### config.mk
export PLATFORM = sky130hd
export DESIGN_NAME = csr_spmv_queue
export DESIGN_NICKNAME = d
export VERILOG_FILES = /design/src/csr_spmv_pkg.sv /design/src/csr_spmv_queue.sv
export SDC_FILE = /design/constraint.sdc
export NUM_CORES = 1
export LEC_CHECK = 0
export BUFFER_PORTS_ARGS = -buffer_cell sky130_fd_sc_hd__buf_2
export CORE_ASPECT_RATIO = 0.8
export CORE_MARGIN = 2
export CORE_UTILIZATION = 52
export CTS_CLUSTER_DIAMETER = 30
export CTS_CLUSTER_SIZE = 25
export DETAILED_ROUTE_END_ITERATION = 16
export PLACE_DENSITY = 0.82
export SYNTH_ARGS = -nofsm -noshare
export SYNTH_HDL_FRONTEND = slang
export SYNTH_SLANG_ARGS = --single-unit
export TNS_END_PERCENT = 50
### constraint.sdc
create_clock -name i_clk -period 8.5 [get_ports i_clk]
set_input_delay 2.55 -clock i_clk [delete_from_list [all_inputs] [get_ports i_clk]]
set_output_delay 2.55 -clock i_clk [all_outputs]
set_load 0.01 [all_outputs]
### src/csr_spmv_pkg.sv
// Shared types, constants and helpers for the CSR sparse matrix engine.
package csr_spmv_pkg;

    localparam int MAX_ENTRIES = 1024;
    localparam int MAX_ROWS    = 256;
    localparam int MAX_COLS    = 256;
    localparam int DATA_WIDTH  = 32;
    localparam int ENT_AW      = 10;
    localparam int CNT_W       = 11;
    localparam int ROW_W       = 8;
    localparam int COL_W       = 8;
    localparam int VIDX_W      = 10;
    localparam int CFG_W       = 9;
    localparam int CFG_IDX_W   = 2;
    localparam int QDEPTH      = 2;

    typedef enum logic [2:0] {
        OP_TRIPLET = 3'd0,
        OP_VECTOR  = 3'd1,
        OP_QROW    = 3'd2,
        OP_QENTRY  = 3'd3,
        OP_CLEAR   = 3'd4
    } t_op;

    typedef enum logic [1:0] {
        ST_OK    = 2'd0,
        ST_FULL  = 2'd1,
        ST_RANGE = 2'd2
    } t_status;

    typedef enum logic [CFG_IDX_W-1:0] {
        CFG_NUM_ROWS = 2'd0,
        CFG_NUM_COLS = 2'd1
    } t_cfg_idx;

    typedef enum logic [3:0] {
        BS_IDLE,
        BS_INS,
        BS_PUT,
        BS_RC_RD,
        BS_RC_WR,
        BS_QE,
        BS_PFX,
        BS_WALK
    } t_bstate;

    // Classified request handed from the front to the back.
    typedef struct packed {
        t_op                     op;
        logic                    bad;
        logic [ROW_W-1:0]        row;
        logic [COL_W-1:0]        col;
        logic [DATA_WIDTH-1:0]   eval;
        logic [VIDX_W-1:0]       vidx;
        logic [DATA_WIDTH-1:0]   vval;
    } t_cmd;

    typedef struct packed {
        logic [ROW_W-1:0]        row;
        logic [COL_W-1:0]        col;
        logic [DATA_WIDTH-1:0]   val;
    } t_entry;

    typedef struct packed {
        t_status                 status;
        logic [DATA_WIDTH-1:0]   row_sum;
        logic [CNT_W-1:0]        row_start;
        logic [CNT_W-1:0]        row_end;
        logic [DATA_WIDTH-1:0]   stored_value;
        logic [COL_W-1:0]        stored_col;
        logic [ROW_W-1:0]        stored_row;
    } t_result;

    // True when the stored entry sorts after the key (row, col).
    function automatic logic key_greater(t_entry e, logic [ROW_W-1:0] r,
                                         logic [COL_W-1:0] c);
        if (e.row != r) begin
            return e.row > r;
        end
        return e.col > c;
    endfunction

endpackage

### src/csr_spmv_queue.sv
// Two-entry request queue between the front and the back.
module csr_spmv_queue import csr_spmv_pkg::*; (
    input  logic i_clk,
    input  logic i_rst_n,
    input  logic i_push,
    input  t_cmd i_data,
    output logic o_full,
    input  logic i_pop,
    output logic o_empty,
    output t_cmd o_data
);

    t_cmd       r_mem [QDEPTH];
    logic       r_wp;
    logic       r_rp;
    logic [1:0] r_cnt;
    logic       do_push;
    logic       do_pop;

    assign o_full  = r_cnt == 2'(QDEPTH);
    assign o_empty = r_cnt == 2'd0;
    assign o_data  = r_mem[r_rp];
    assign do_push = i_push && !o_full;
    assign do_pop  = i_pop && !o_empty;

    // Storage slots.
    always_ff @(posedge i_clk) begin
        if (do_push) begin
            r_mem[r_wp] <= i_data;
        end
    end

    // Pointers and fill count.
    always_ff @(posedge i_clk) begin
        if (!i_rst_n) begin
            r_wp  <= 1'b0;
            r_rp  <= 1'b0;
            r_cnt <= 2'd0;
        end else begin
            if (do_push) begin
                r_wp <= !r_wp;
            end
            if (do_pop) begin
                r_rp <= !r_rp;
            end
            r_cnt <= r_cnt + 2'(do_push) - 2'(do_pop);
        end
    end

endmodule

Yosys cells after proc, flatten, opt, wreduce, memory -nomap -nowiden
Memory sizes are Yosys's and may differ from the RTL's. A register that Yosys moved wholly into a read port is not among the register bits.
Cells that the tools add are included.
{"block": "totals", "register_bits": 4, "ram_bits": 188, "output_inout_bits": 96, "elab_cells": 18, "n_memories": 1}
{"name": "r_mem", "words": 2, "width": 94, "read_ports": 1, "rd_ports_with_merged_regs": 1, "wr": 1, "line_no": "csr_spmv_queue.sv:13", "rtl": "t_cmd r_mem [QDEPTH];"}
{"block": "classes", "addsub": 2, "n_eq_ne": 1, "muxes": 4, "reduce_logical": 7}
{"op": "1-bit logical NOT", "n": 4}
{"op": "1-bit two-way mux", "n": 4}
{"op": "2-bit by 1-bit adder with 2-bit output", "n": 1}
{"op": "2-bit equality test, second input constant", "n": 1}
{"op": "1-bit logical AND", "n": 2}
{"op": "2-bit logical NOT", "n": 1}
{"op": "2-bit by 1-bit subtractor with 2-bit output", "n": 1}

Logic depth before layout (Yosys ltp)
{"block": "logic_depth", "word_depth": 5, "mapped_depth": 8, "mapped_depth_nobuf": 8}

Least setup slack after synthesis
Ideal clock, no wire load.
{"block": "synth_timing", "path_kind": "in2reg", "start": "in i_push", "end": "mem r_mem[0][0] (netlist name), enable pin", "setup_ns": 0.547, "arrival_ns": 6.559, "setup_slack_ns": 1.394, "path_stages": 2, "path_cell_list": "nand2_1 nor2_1"}
{"block": "synth_between", "elab_chain_cells": 3}
{"element": "start, declared", "line_no": "csr_spmv_queue.sv:5", "rtl": "input logic i_push,"}
{"element": "1-bit logical AND", "line_no": "csr_spmv_queue.sv:23", "rtl": "assign do_push = i_push && !o_full;"}
{"element": "1-bit two-way mux", "line_no": "csr_spmv_queue.sv:28", "rtl": "if (do_push) begin"}
{"element": "1-bit two-way mux (not written as such)", "line_no": "csr_spmv_queue.sv:29", "rtl": "r_mem[r_wp] <= i_data;"}
{"element": "end, declared", "line_no": "csr_spmv_queue.sv:13"}
No other way between the ends.

==> out/metrics.cfg <==
[clocking]
post_cts_buffers=0
ctsHoldBuffers=0
cts_tree=built
htreeDepth=4
clk_pin_slew_ns=0.07
cts_resized=0
cts_buffer_depth=2
clock_latency_ns=0.43
root_buffer=clkbuf_16
cts_made_buffers=17
clkSinkCount=193

[floorplanning]
rows=37
fp.dieH_microns=108
start_util_pct=54.0
fp.dieW_microns=134
core_sq_um=13000
ioPinCount=194
die_area_sq_um=14500

[power]
switchingPower_mw=0.740
power.internal_mw=2.00
leakagePower_nw=3.29
clkPwrFrac_pct=28.9
switching_share_pct=27.0
ir_drop_mv=0.217
seqPwrFrac_pct=46.6
power.density_nw_per_um2=313
comb_power_share_pct=24.4

[routing]
wl_microns=12700
drtIter0Drc=175
antenna_left=0
post_drt_wl_per_cell_microns=17.8
drc_errors=0
routed_via_density=5.04
firstDrtPassIters=4
num_vias=3599

[synth]
synth-compound-area-share_pct=0.107
synth_top_area_share_pct=80.3
ys.flop_type=edfxtp_1
synthSimpleGateAreaFrac_pct=0.890
synthAdderAreaFrac_pct=0.356
synthArstFlopShare_pct=0
synth_xor_area_share_pct=0.249
syn-cell-area_sq_um=7030
avgSynthCellArea_sq_um=22.0
synth_seq_cells=193
synth-edff-count=188
seq_area_frac_synth_pct=81.8
synth_mux_area_share_pct=15.2
synth_common_cells=edfxtp_1, mux2_2, buf_6
synth_cells=319
synth_top_family_by_area=multiplexers
yosysMostFrequentCell=edfxtp_1
synth_top_area_cell=edfxtp_1
synth_fp_nets=419
yosys_warnings=0
yosysUniqueCellTypes=18
synthTopCellsByArea=edfxtp_1, mux2_2, dfxtp_1

[sta]
setup_tns_ns=0
finalCritPeriodShare_pct=57.8
hold_violations=0
final_max_slew_viol_count=0
fmax_ghz=0.204
clock_skew_ns=0.00991
worst_pin_slew_ns=0.975
min_period_ns=4.91
rsz0062_at_grt=false
finalSetupViolCount=0
maxSlewHeadroom_pct=35.0

[grt]
antenna_found_initial=1
overflow=0
grt_use_total_pct=18.0
grt_max_degree=76
grt_pass1_vias=3862
grt_pass1_wl_microns=19300

[status]
outcome=finished, final reports clean

[placed_design]
io_buffer_count=193
dp_hpwl_microns=8230
routabilityCongestion=0.739
dpl.cell_count=681

[critical_path]
cp.arrival_ns=2.36
endpoint=o_data[75]
required_ns=5.95
reg2reg_from=r_cnt[0]$_SDFF_PN0_
r2r_cells=5
crit_path_max_fanout=75
start_kind=flop
rrSetupSlack_ns=6.11
end_kind=output port
worstSetupPathType=reg2out
reg2reg_to=r_mem[0][13]$_DFFE_PP_

[layout]
fin_cells=714
drive_above_1_share_pct=60.2
fin_util_pct=67.4
fin_nets=625
syn2layout_area_growth_pct=24.7

[hold_path]
min_path_type=reg2reg

[job]
maxCapViolations=0

-- worst max-delay path, cell delays in order, from the launching register on --
cell and delay (ns):
dfxtp_4 0.51, buf_4 0.77, mux2_2 0.42, buf_2 0.15
-- state kept, by name, indices dropped and copies added, names as in the netlist, named ones only --
name,count
r_rp,1
r_mem,188
r_wp,1
r_cnt,2
-- power groups by stage --
stage                     Clock (mW)  Combinational, mW  Sequential [mW]
after detailed placement           0              0.674             1.30
after floorplan                    0              0.453             1.29
final                          0.793              0.670             1.28
after global placement             0              0.666             1.29
after CTS                      0.808              0.680             1.28
after global routing           0.840              0.723             1.29
-- logic make-up after synthesis --
group,Yosys count
flops,193
mux,95
buf+inv,13
simple gates,13
xor+xnor,2
fa+ha+maj,2
compound gates,1
-- cell type report --
cell class | count | area [sq um]
diodes | 1 | 2.50
clock buffers | 18 | 429
clock inverters | 14 | 164
well taps | 175 | 219
fillers | 878 | 4240
multi-input cells | 113 | 1190
flip-flops and latches | 193 | 5750
repair buffers | 197 | 996
inverters | 3 | 11.3
-- worst min-delay path by stage --
stage / startpoint / to / cells after the start
final: r_rp$_SDFFE_PN0P_ / r_rp$_SDFFE_PN0P_ / 2
after global routing: r_rp$_SDFFE_PN0P_ / r_rp$_SDFFE_PN0P_ / 2
after CTS: r_rp$_SDFFE_PN0P_ / r_rp$_SDFFE_PN0P_ / 2
after detailed placement: r_rp$_SDFFE_PN0P_ / r_rp$_SDFFE_PN0P_ / 2
after global placement: r_rp$_SDFFE_PN0P_ / r_rp$_SDFFE_PN0P_ / 2
after floorplan: r_wp$_SDFFE_PN0P_ / r_wp$_SDFFE_PN0P_ / 2
-- metrics by stage --
stage               hold WS, ns  cell area [sq um]  power [mW]  worst slack, ns
CTS                       0.531               8760        2.77             3.54
floorplan                 0.455               7030        1.74             1.39
global placement          0.500               8170        1.95             4.05
finish                    0.527               8760        2.74             3.59
global route              0.559               8760        2.85             3.47
detailed placement        0.516               8170        1.97             4.00
-- cells in the final DEF (no fill, tap or decap) --
cell | netlist | final
buf_2 | 3 | 193
edfxtp_1 | 188 | 188
mux2_2 | 94 | 94
clkbuf_16 | 0 | 17
nor2_1 | 5 | 4
clkinv_2 | 0 | 4
buf_4 | 1 | 4
dfxtp_1 | 5 | 4
inv_1 | 3 | 3
bufinv_16 | 0 | 3
nand2b_1 | 2 | 2
nand2_1 | 2 | 2
and2_1 | 2 | 2
ha_1 | 2 | 2
inv_6 | 0 | 2
clkinv_4 | 0 | 2
clkinvlp_4 | 0 | 2
diode_2 | 0 | 1
o21a_1 | 1 | 1
nor2_4 | 0 | 1
xnor2_1 | 1 | 1
and3_4 | 0 | 1
mux2i_1 | 1 | 1
xor2_1 | 1 | 1
nor3_1 | 1 | 1
dfxtp_4 | 0 | 1
clkinv_1 | 0 | 1
clkbuf_1 | 0 | 1
-- per-layer routing --
layer / GRT usage (%) / up-vias / part of all wire (%)
met1: 20.9 / 1784 / 42
met5: 0 / - / 0
met3: 6.38 / 15 / 7.7
li1: - / 1669 / -
met4: 6.84 / 0 / 1.4
met2: 31.2 / 131 / 49
Note: power is estimated with default switching activity, not from simulation.
