$ cat config.mk
export PLATFORM = sky130hd
export DESIGN_NAME = csr_spmv_front
export DESIGN_NICKNAME = d
export VERILOG_FILES = /design/src/csr_spmv_pkg.sv /design/src/csr_spmv_front.sv
export SDC_FILE = /design/constraint.sdc
export NUM_CORES = 1
export LEC_CHECK = 0
export BUFFER_PORTS_ARGS = -buffer_cell sky130_fd_sc_hd__clkbuf_2
export CAP_MARGIN = 20
export CORE_ASPECT_RATIO = 1.2
export CORE_MARGIN = 5
export CORE_UTILIZATION = 25
export CTS_BUF_LIST = sky130_fd_sc_hd__clkbuf_8
export CTS_CLUSTER_DIAMETER = 150
export CTS_CLUSTER_SIZE = 12
export DETAILED_ROUTE_END_ITERATION = 8
export PLACE_DENSITY = 0.61
export SYNTH_ARGS = -nofsm -noshare
export SYNTH_HDL_FRONTEND = slang
export SYNTH_SLANG_ARGS = --single-unit
export TNS_END_PERCENT = 20
$ cat constraint.sdc
create_clock -name i_clk -period 1.6 [get_ports i_clk]
set_input_delay 0 -clock i_clk [delete_from_list [all_inputs] [get_ports i_clk]]
set_output_delay 0 -clock i_clk [all_outputs]
set_load 0.03 [all_outputs]
$ cat src/csr_spmv_pkg.sv
// Shared types, constants and helpers for the CSR sparse matrix engine.
package csr_spmv_pkg;

    localparam int MAX_ENTRIES = 1024;
    localparam int MAX_ROWS    = 256;
    localparam int MAX_COLS    = 256;
    localparam int DATA_WIDTH  = 32;
    localparam int ENT_AW      = 10;
    localparam int CNT_W       = 11;
    localparam int ROW_W       = 8;
    localparam int COL_W       = 8;
    localparam int VIDX_W      = 10;
    localparam int CFG_W       = 9;
    localparam int CFG_IDX_W   = 2;
    localparam int QDEPTH      = 2;

    typedef enum logic [2:0] {
        OP_TRIPLET = 3'd0,
        OP_VECTOR  = 3'd1,
        OP_QROW    = 3'd2,
        OP_QENTRY  = 3'd3,
        OP_CLEAR   = 3'd4
    } t_op;

    typedef enum logic [1:0] {
        ST_OK    = 2'd0,
        ST_FULL  = 2'd1,
        ST_RANGE = 2'd2
    } t_status;

    typedef enum logic [CFG_IDX_W-1:0] {
        CFG_NUM_ROWS = 2'd0,
        CFG_NUM_COLS = 2'd1
    } t_cfg_idx;

    typedef enum logic [3:0] {
        BS_IDLE,
        BS_INS,
        BS_PUT,
        BS_RC_RD,
        BS_RC_WR,
        BS_QE,
        BS_PFX,
        BS_WALK
    } t_bstate;

    // Classified request handed from the front to the back.
    typedef struct packed {
        t_op                     op;
        logic                    bad;
        logic [ROW_W-1:0]        row;
        logic [COL_W-1:0]        col;
        logic [DATA_WIDTH-1:0]   eval;
        logic [VIDX_W-1:0]       vidx;
        logic [DATA_WIDTH-1:0]   vval;
    } t_cmd;

    typedef struct packed {
        logic [ROW_W-1:0]        row;
        logic [COL_W-1:0]        col;
        logic [DATA_WIDTH-1:0]   val;
    } t_entry;

    typedef struct packed {
        t_status                 status;
        logic [DATA_WIDTH-1:0]   row_sum;
        logic [CNT_W-1:0]        row_start;
        logic [CNT_W-1:0]        row_end;
        logic [DATA_WIDTH-1:0]   stored_value;
        logic [COL_W-1:0]        stored_col;
        logic [ROW_W-1:0]        stored_row;
    } t_result;

    // True when the stored entry sorts after the key (row, col).
    function automatic logic key_greater(t_entry e, logic [ROW_W-1:0] r,
                                         logic [COL_W-1:0] c);
        if (e.row != r) begin
            return e.row > r;
        end
        return e.col > c;
    endfunction

endpackage

$ cat src/csr_spmv_front.sv
// Front end: configuration registers and range classification of requests.
module csr_spmv_front import csr_spmv_pkg::*; (
    input  logic                  i_clk,
    input  logic                  i_rst_n,
    input  logic                  i_cfg_valid,
    input  logic [CFG_IDX_W-1:0]  i_cfg_index,
    input  logic [CFG_W-1:0]      i_cfg_data,
    input  logic [2:0]            i_opcode,
    input  logic [ROW_W-1:0]      i_row_index,
    input  logic [COL_W-1:0]      i_col_index,
    input  logic [DATA_WIDTH-1:0] i_entry_value,
    input  logic [VIDX_W-1:0]     i_vector_index,
    input  logic [DATA_WIDTH-1:0] i_vector_value,
    output t_cmd                  o_cmd
);

    logic [CFG_W-1:0] r_num_rows;
    logic [CFG_W-1:0] r_num_cols;
    logic             row_ok;
    logic             col_ok;
    logic             vidx_ok;

    // Configuration registers; the write channel is always ready.
    always_ff @(posedge i_clk) begin
        if (!i_rst_n) begin
            r_num_rows <= CFG_W'(MAX_ROWS);
            r_num_cols <= CFG_W'(MAX_COLS);
        end else if (i_cfg_valid) begin
            if (i_cfg_index == CFG_NUM_ROWS) begin
                r_num_rows <= i_cfg_data;
            end else if (i_cfg_index == CFG_NUM_COLS) begin
                r_num_cols <= i_cfg_data;
            end
        end
    end

    // Index checks against the configured matrix size.
    assign row_ok  = {1'b0, i_row_index} < r_num_rows;
    assign col_ok  = {1'b0, i_col_index} < r_num_cols;
    assign vidx_ok = (i_vector_index < {1'b0, r_num_cols}) &&
                     (i_vector_index < VIDX_W'(MAX_COLS));

    // Classify the request; unused opcodes become a failed clear.
    always_comb begin
        o_cmd.row  = i_row_index;
        o_cmd.col  = i_col_index;
        o_cmd.eval = i_entry_value;
        o_cmd.vidx = i_vector_index;
        o_cmd.vval = i_vector_value;
        o_cmd.op   = OP_CLEAR;
        o_cmd.bad  = 1'b1;
        unique case (i_opcode)
            OP_TRIPLET: begin
                o_cmd.op  = OP_TRIPLET;
                o_cmd.bad = !(row_ok && col_ok);
            end
            OP_VECTOR: begin
                o_cmd.op  = OP_VECTOR;
                o_cmd.bad = !vidx_ok;
            end
            OP_QROW: begin
                o_cmd.op  = OP_QROW;
                o_cmd.bad = !row_ok;
            end
            OP_QENTRY: begin
                o_cmd.op  = OP_QENTRY;
                o_cmd.bad = 1'b0;
            end
            OP_CLEAR: begin
                o_cmd.op  = OP_CLEAR;
                o_cmd.bad = 1'b0;
            end
            default: begin
                o_cmd.op  = OP_CLEAR;
                o_cmd.bad = 1'b1;
            end
        endcase
    end

endmodule

# After elaboration in Yosys (flattened, before gate mapping)
# Index checks and enable logic that the tools add are counted.
# op_classes
n_addsub	0
multipliers	0
reduce_logical	9
div_mod_pow	0
magnitude_cmp	4
n_eq_ne	5
shift	0
n_mux	1
bitwise	1
# ops
cell	n
$pmux 4 s5	1
$lt 8x9->1	2
$lt 10x9->1	1
$lt 10x9->1 const B	1
$eq 3x2->1 const B	2
$eq 3x1->1 const B	1
$eq 3x3->1 const B	1
$logic_not 1->1	3
$logic_not 3->1	1
$reduce_and 3->1	1
$eq 2x1->1 const B	1
$logic_and 1x1->1	2
$logic_not 2->1	1
$reduce_and 2->1	1
$not 1->1	1
# totals
rom_bits	0
word_cells	22
n_memories	0
reg_bits	18
inputBits	107
output_inout_bits	94
latch_bits	0
ram_bits	0

# Logic depth before layout (Yosys ltp)
# depth
ltp_word	4
mapped_depth	7
ltp_nobuf	7

# Worst setup path before layout
# Ideal clock, no wire load.
# synth_timing
path_type	reg2out
startpoint	reg r_num_cols[8]
endpoint	out o_cmd[90] (netlist bit)
n_path_buf	0
path_slack_ns	-0.072
required_time_ns	1.600
arrival_ns	1.672
stages_incl_launch_ff	7
path_cell_list	dfxtp_1 > inv_1 > ha_1 > nand4b_1 > o311ai_0 > o21ai_0 > o22ai_1
# synth_rtl
item	line	text
start, declared	csr_spmv_front.sv:18	logic [CFG_W-1:0] r_num_cols;
start signal, assigned	csr_spmv_front.sv:27	r_num_cols <= CFG_W'(MAX_COLS);
start signal, assigned	csr_spmv_front.sv:32	r_num_cols <= i_cfg_data;
end, declared	csr_spmv_front.sv:14	output t_cmd o_cmd

==> impl_metrics.toml <==
[run_status]
status = "finished, violations left"
violations = "negative setup slack"

[synth]
synth_area_per_cell_um2 = 8.366
synth.cell_area_um2 = 1949
yosys_warnings = 0
syn_inst = 233
ys_types = 29
ys_ff_latch = 18
yosysSeqAreaShare_pct = 18.49
syn-num-nets = 362

[finish]
final_nets = 354
layout_common_cells = "clkbuf_2, nor2b_1, ha_1, a21oi_1, mux2i_1"
n_fill_cell = 808
layout-drive-gt1-share_pct = 52.23
area_growth_syn_to_layout_pct = 3.273
regArea_um2 = 371.6
final_common_cell = "clkbuf_2"
num_antenna_cells = 0
multi_input_area_um2 = 973.4

[sta]
fin_crit_ns = 1.829
max_slew.worst_pin.slew_ns = 0.3683
fmax_mhz = 546.7
fin_ws_ns = -0.2292
skew_ns = 0
fin_crit_sh_pct = 114.3
finalSetupViolCount = 1
hold_viol_final = 0
maxSlewViolCount = 0
relSlewSlack_pct = 75.10
rsz0062_at_grt = "true"

[job]
maxCapViolCount = 0

[place]
pre_cts_ws_ns = -0.1500
hpwl_um = 4440
port_buffers = 72
gp_congestion = 0.6889

[floorplan]
dieArea_um2 = 9671
die_w_um = 90.61
dieHeight_um = 106.7
start_util_pct = 25.44
num_rows = 35
coreArea_um2 = 7664
num_io_pins = 201

[worst_setup_path]
end_kind = "output port"
critPathLaunch = "r_num_cols[2]$_SDFFE_PN0P_"
reg2reg_depth = 5
critPathArrivalTime_ns = 1.83
timing.rr.start = "r_num_cols[8]$_SDFFE_PN1P_"
path_buf_inv = 2
crit_end = "o_cmd[90]"
cp.required_ns = 1.60
start_kind = "flop"
path_class = "reg2out"
r2r_setup_slack_ns = 0.80
path_max_fanout = 2
worstPathCellList = "inv_4, ha_4, a21o_1, a31oi_2, o21ai_2, a211oi_2, o22ai_2, clkbuf_8"
slowest_stage = "dfxtp_2"
path_delay_family = "compound AO/OA/AOI/OAI gates"
timing.rr.end = "r_num_cols[8]$_SDFFE_PN1P_"
cp.depth = 8
cp_slowest_stage_delay_ns = 0.36

[clock_tree]
clk_pin_slew_ns = 0.07
cts_tree = "yes"
postCtsSetupBuffers = 0
cts_buffer_depth = 2
cts_root_buf = "clkbuf_8"
clock-sinks = 18
cts_made_buffers = 3
h-tree-depth = 1
clock_latency_ns = 0.25

[detailed_routing]
wl_per_cell_um = 16.09
drt_first_pass_iters = 4
ant_nets = 0
routed_wl_um = 5085
avgViaCountPerCell = 4.405
vias = 1392
post-route-drc-count = 0
drtIter0Drc = 27

[pwr]
vdd_ir_drop_max_mv = 0.2404
power_density_nw_per_um2 = 627.8
power_w = 0.001264
leakage_nw = 0.9183

[global_routing]
grt_start_max_net_pins = 19
grt_pass1_vias = 1474
grt_first_pass_wirelength_um = 7659
grt-ovfl-total = 0
antenna_found_initial = 0
track_usage_pct = 10.12

[min_path]
hold_class = "in2out"
## worst min path at each step
stage / startpoint / endpoint / depth (start not counted)
floorplan: i_opcode[2] / o_cmd[91] / 1
global placement: i_vector_value[28] / o_cmd[28] / 0
detailed placement: i_vector_value[28] / o_cmd[28] / 0
CTS: i_vector_value[28] / o_cmd[28] / 0
global route: i_entry_value[5] / o_cmd[47] / 0
finish: i_vector_value[4] / o_cmd[4] / 0
## synthesized netlist by cell type (all sizes together)
library cell | instances | area (µm²)
ha | 22 | 275.3
o21ai | 4 | 20.02
nand3b | 1 | 7.510
clkbuf | 2 | 7.510
buf | 92 | 688.2
o22ai | 1 | 6.260
a21o | 6 | 45.04
nand2b | 3 | 18.77
inv | 15 | 56.30
nand4 | 1 | 6.260
and4 | 1 | 8.760
nand3 | 1 | 5.000
nor3b | 1 | 12.51
a31oi | 1 | 6.260
nor3 | 1 | 5.000
nor2 | 9 | 33.78
a21oi | 12 | 60.06
nand4b | 1 | 8.760
mux2i | 10 | 100.1
a211oi | 2 | 15.01
nand2 | 5 | 18.77
o31a | 2 | 17.52
o311ai | 1 | 8.760
dfxtp | 18 | 360.4
nor2b | 18 | 112.6
a2111oi | 1 | 27.53
nor4b | 1 | 8.760
o2111ai | 1 | 8.760
## registers in the layout (all words and copies together) (netlist names)
| register | cells |
|---|---|
| r_num_cols | 9 |
| r_num_rows | 9 |
## area by class of cell
class | instances | area share (%)
Multi-Input combinational cell | 106 | 48.35
Timing Repair Buffer | 81 | 21.81
Sequential cell | 18 | 18.46
Tap cell | 92 | 5.718
Inverter | 15 | 2.921
Clock buffer | 4 | 2.735
## power by group
| part | switching [W] | internal, W |
|---|---|---|
| logic | 0.000246 | 0.000177 |
| registers | 0.00000745 | 0.000465 |
| clock network | 0.000150 | 0.000218 |
| total | 0.000403 | 0.000860 |
## cell families (layout without fill, tap and decap cells)
kind of cell               Yosys count  count (layout)  share of synthesized area [%]
DFF                                 18              18                          18.49
and+or+nand+nor                     43              43                          12.64
muxes                               10              10                          5.135
AOI/OAI and AO/OA                   31              31                          11.04
adders and majority gates           22              22                          14.12
buffers and inverters              109             100                          38.58
## layer usage
metal  part of all wire (%)  GRT usage (%)  wire, µm
met1                     34          10.20      1739
met2                     48          17.03      2455
met3                     10          3.298       533
met4                    7.0          8.085       357
met5                      0              0         0
## repair_timing
action / in CTS / in global routing
setup endpoints to repair: 1 / 1
gates resized for setup: 26 / 10
hold endpoints to repair: 1 / 0
hold buffers: 1 / 0
pin swaps: 12 / 7
## per-stage QoR
step	setup TNS, ns	util (%)	hold WS [ns]	instance area (µm²)	cells
floorplan	0	-	0.1096	1956	233
CTS	-0.2227	25.60	0.0002048	1962	316
global placement	-0.06361	23.43	0.0002048	1795	311
detailed placement	-0.1500	23.43	0.0002048	1795	311
finish	-0.2292	26.27	0.00001037	2013	316
global route	-0.2869	26.27	0.00004343	2013	316
Power figures use the tool's default switching activity.
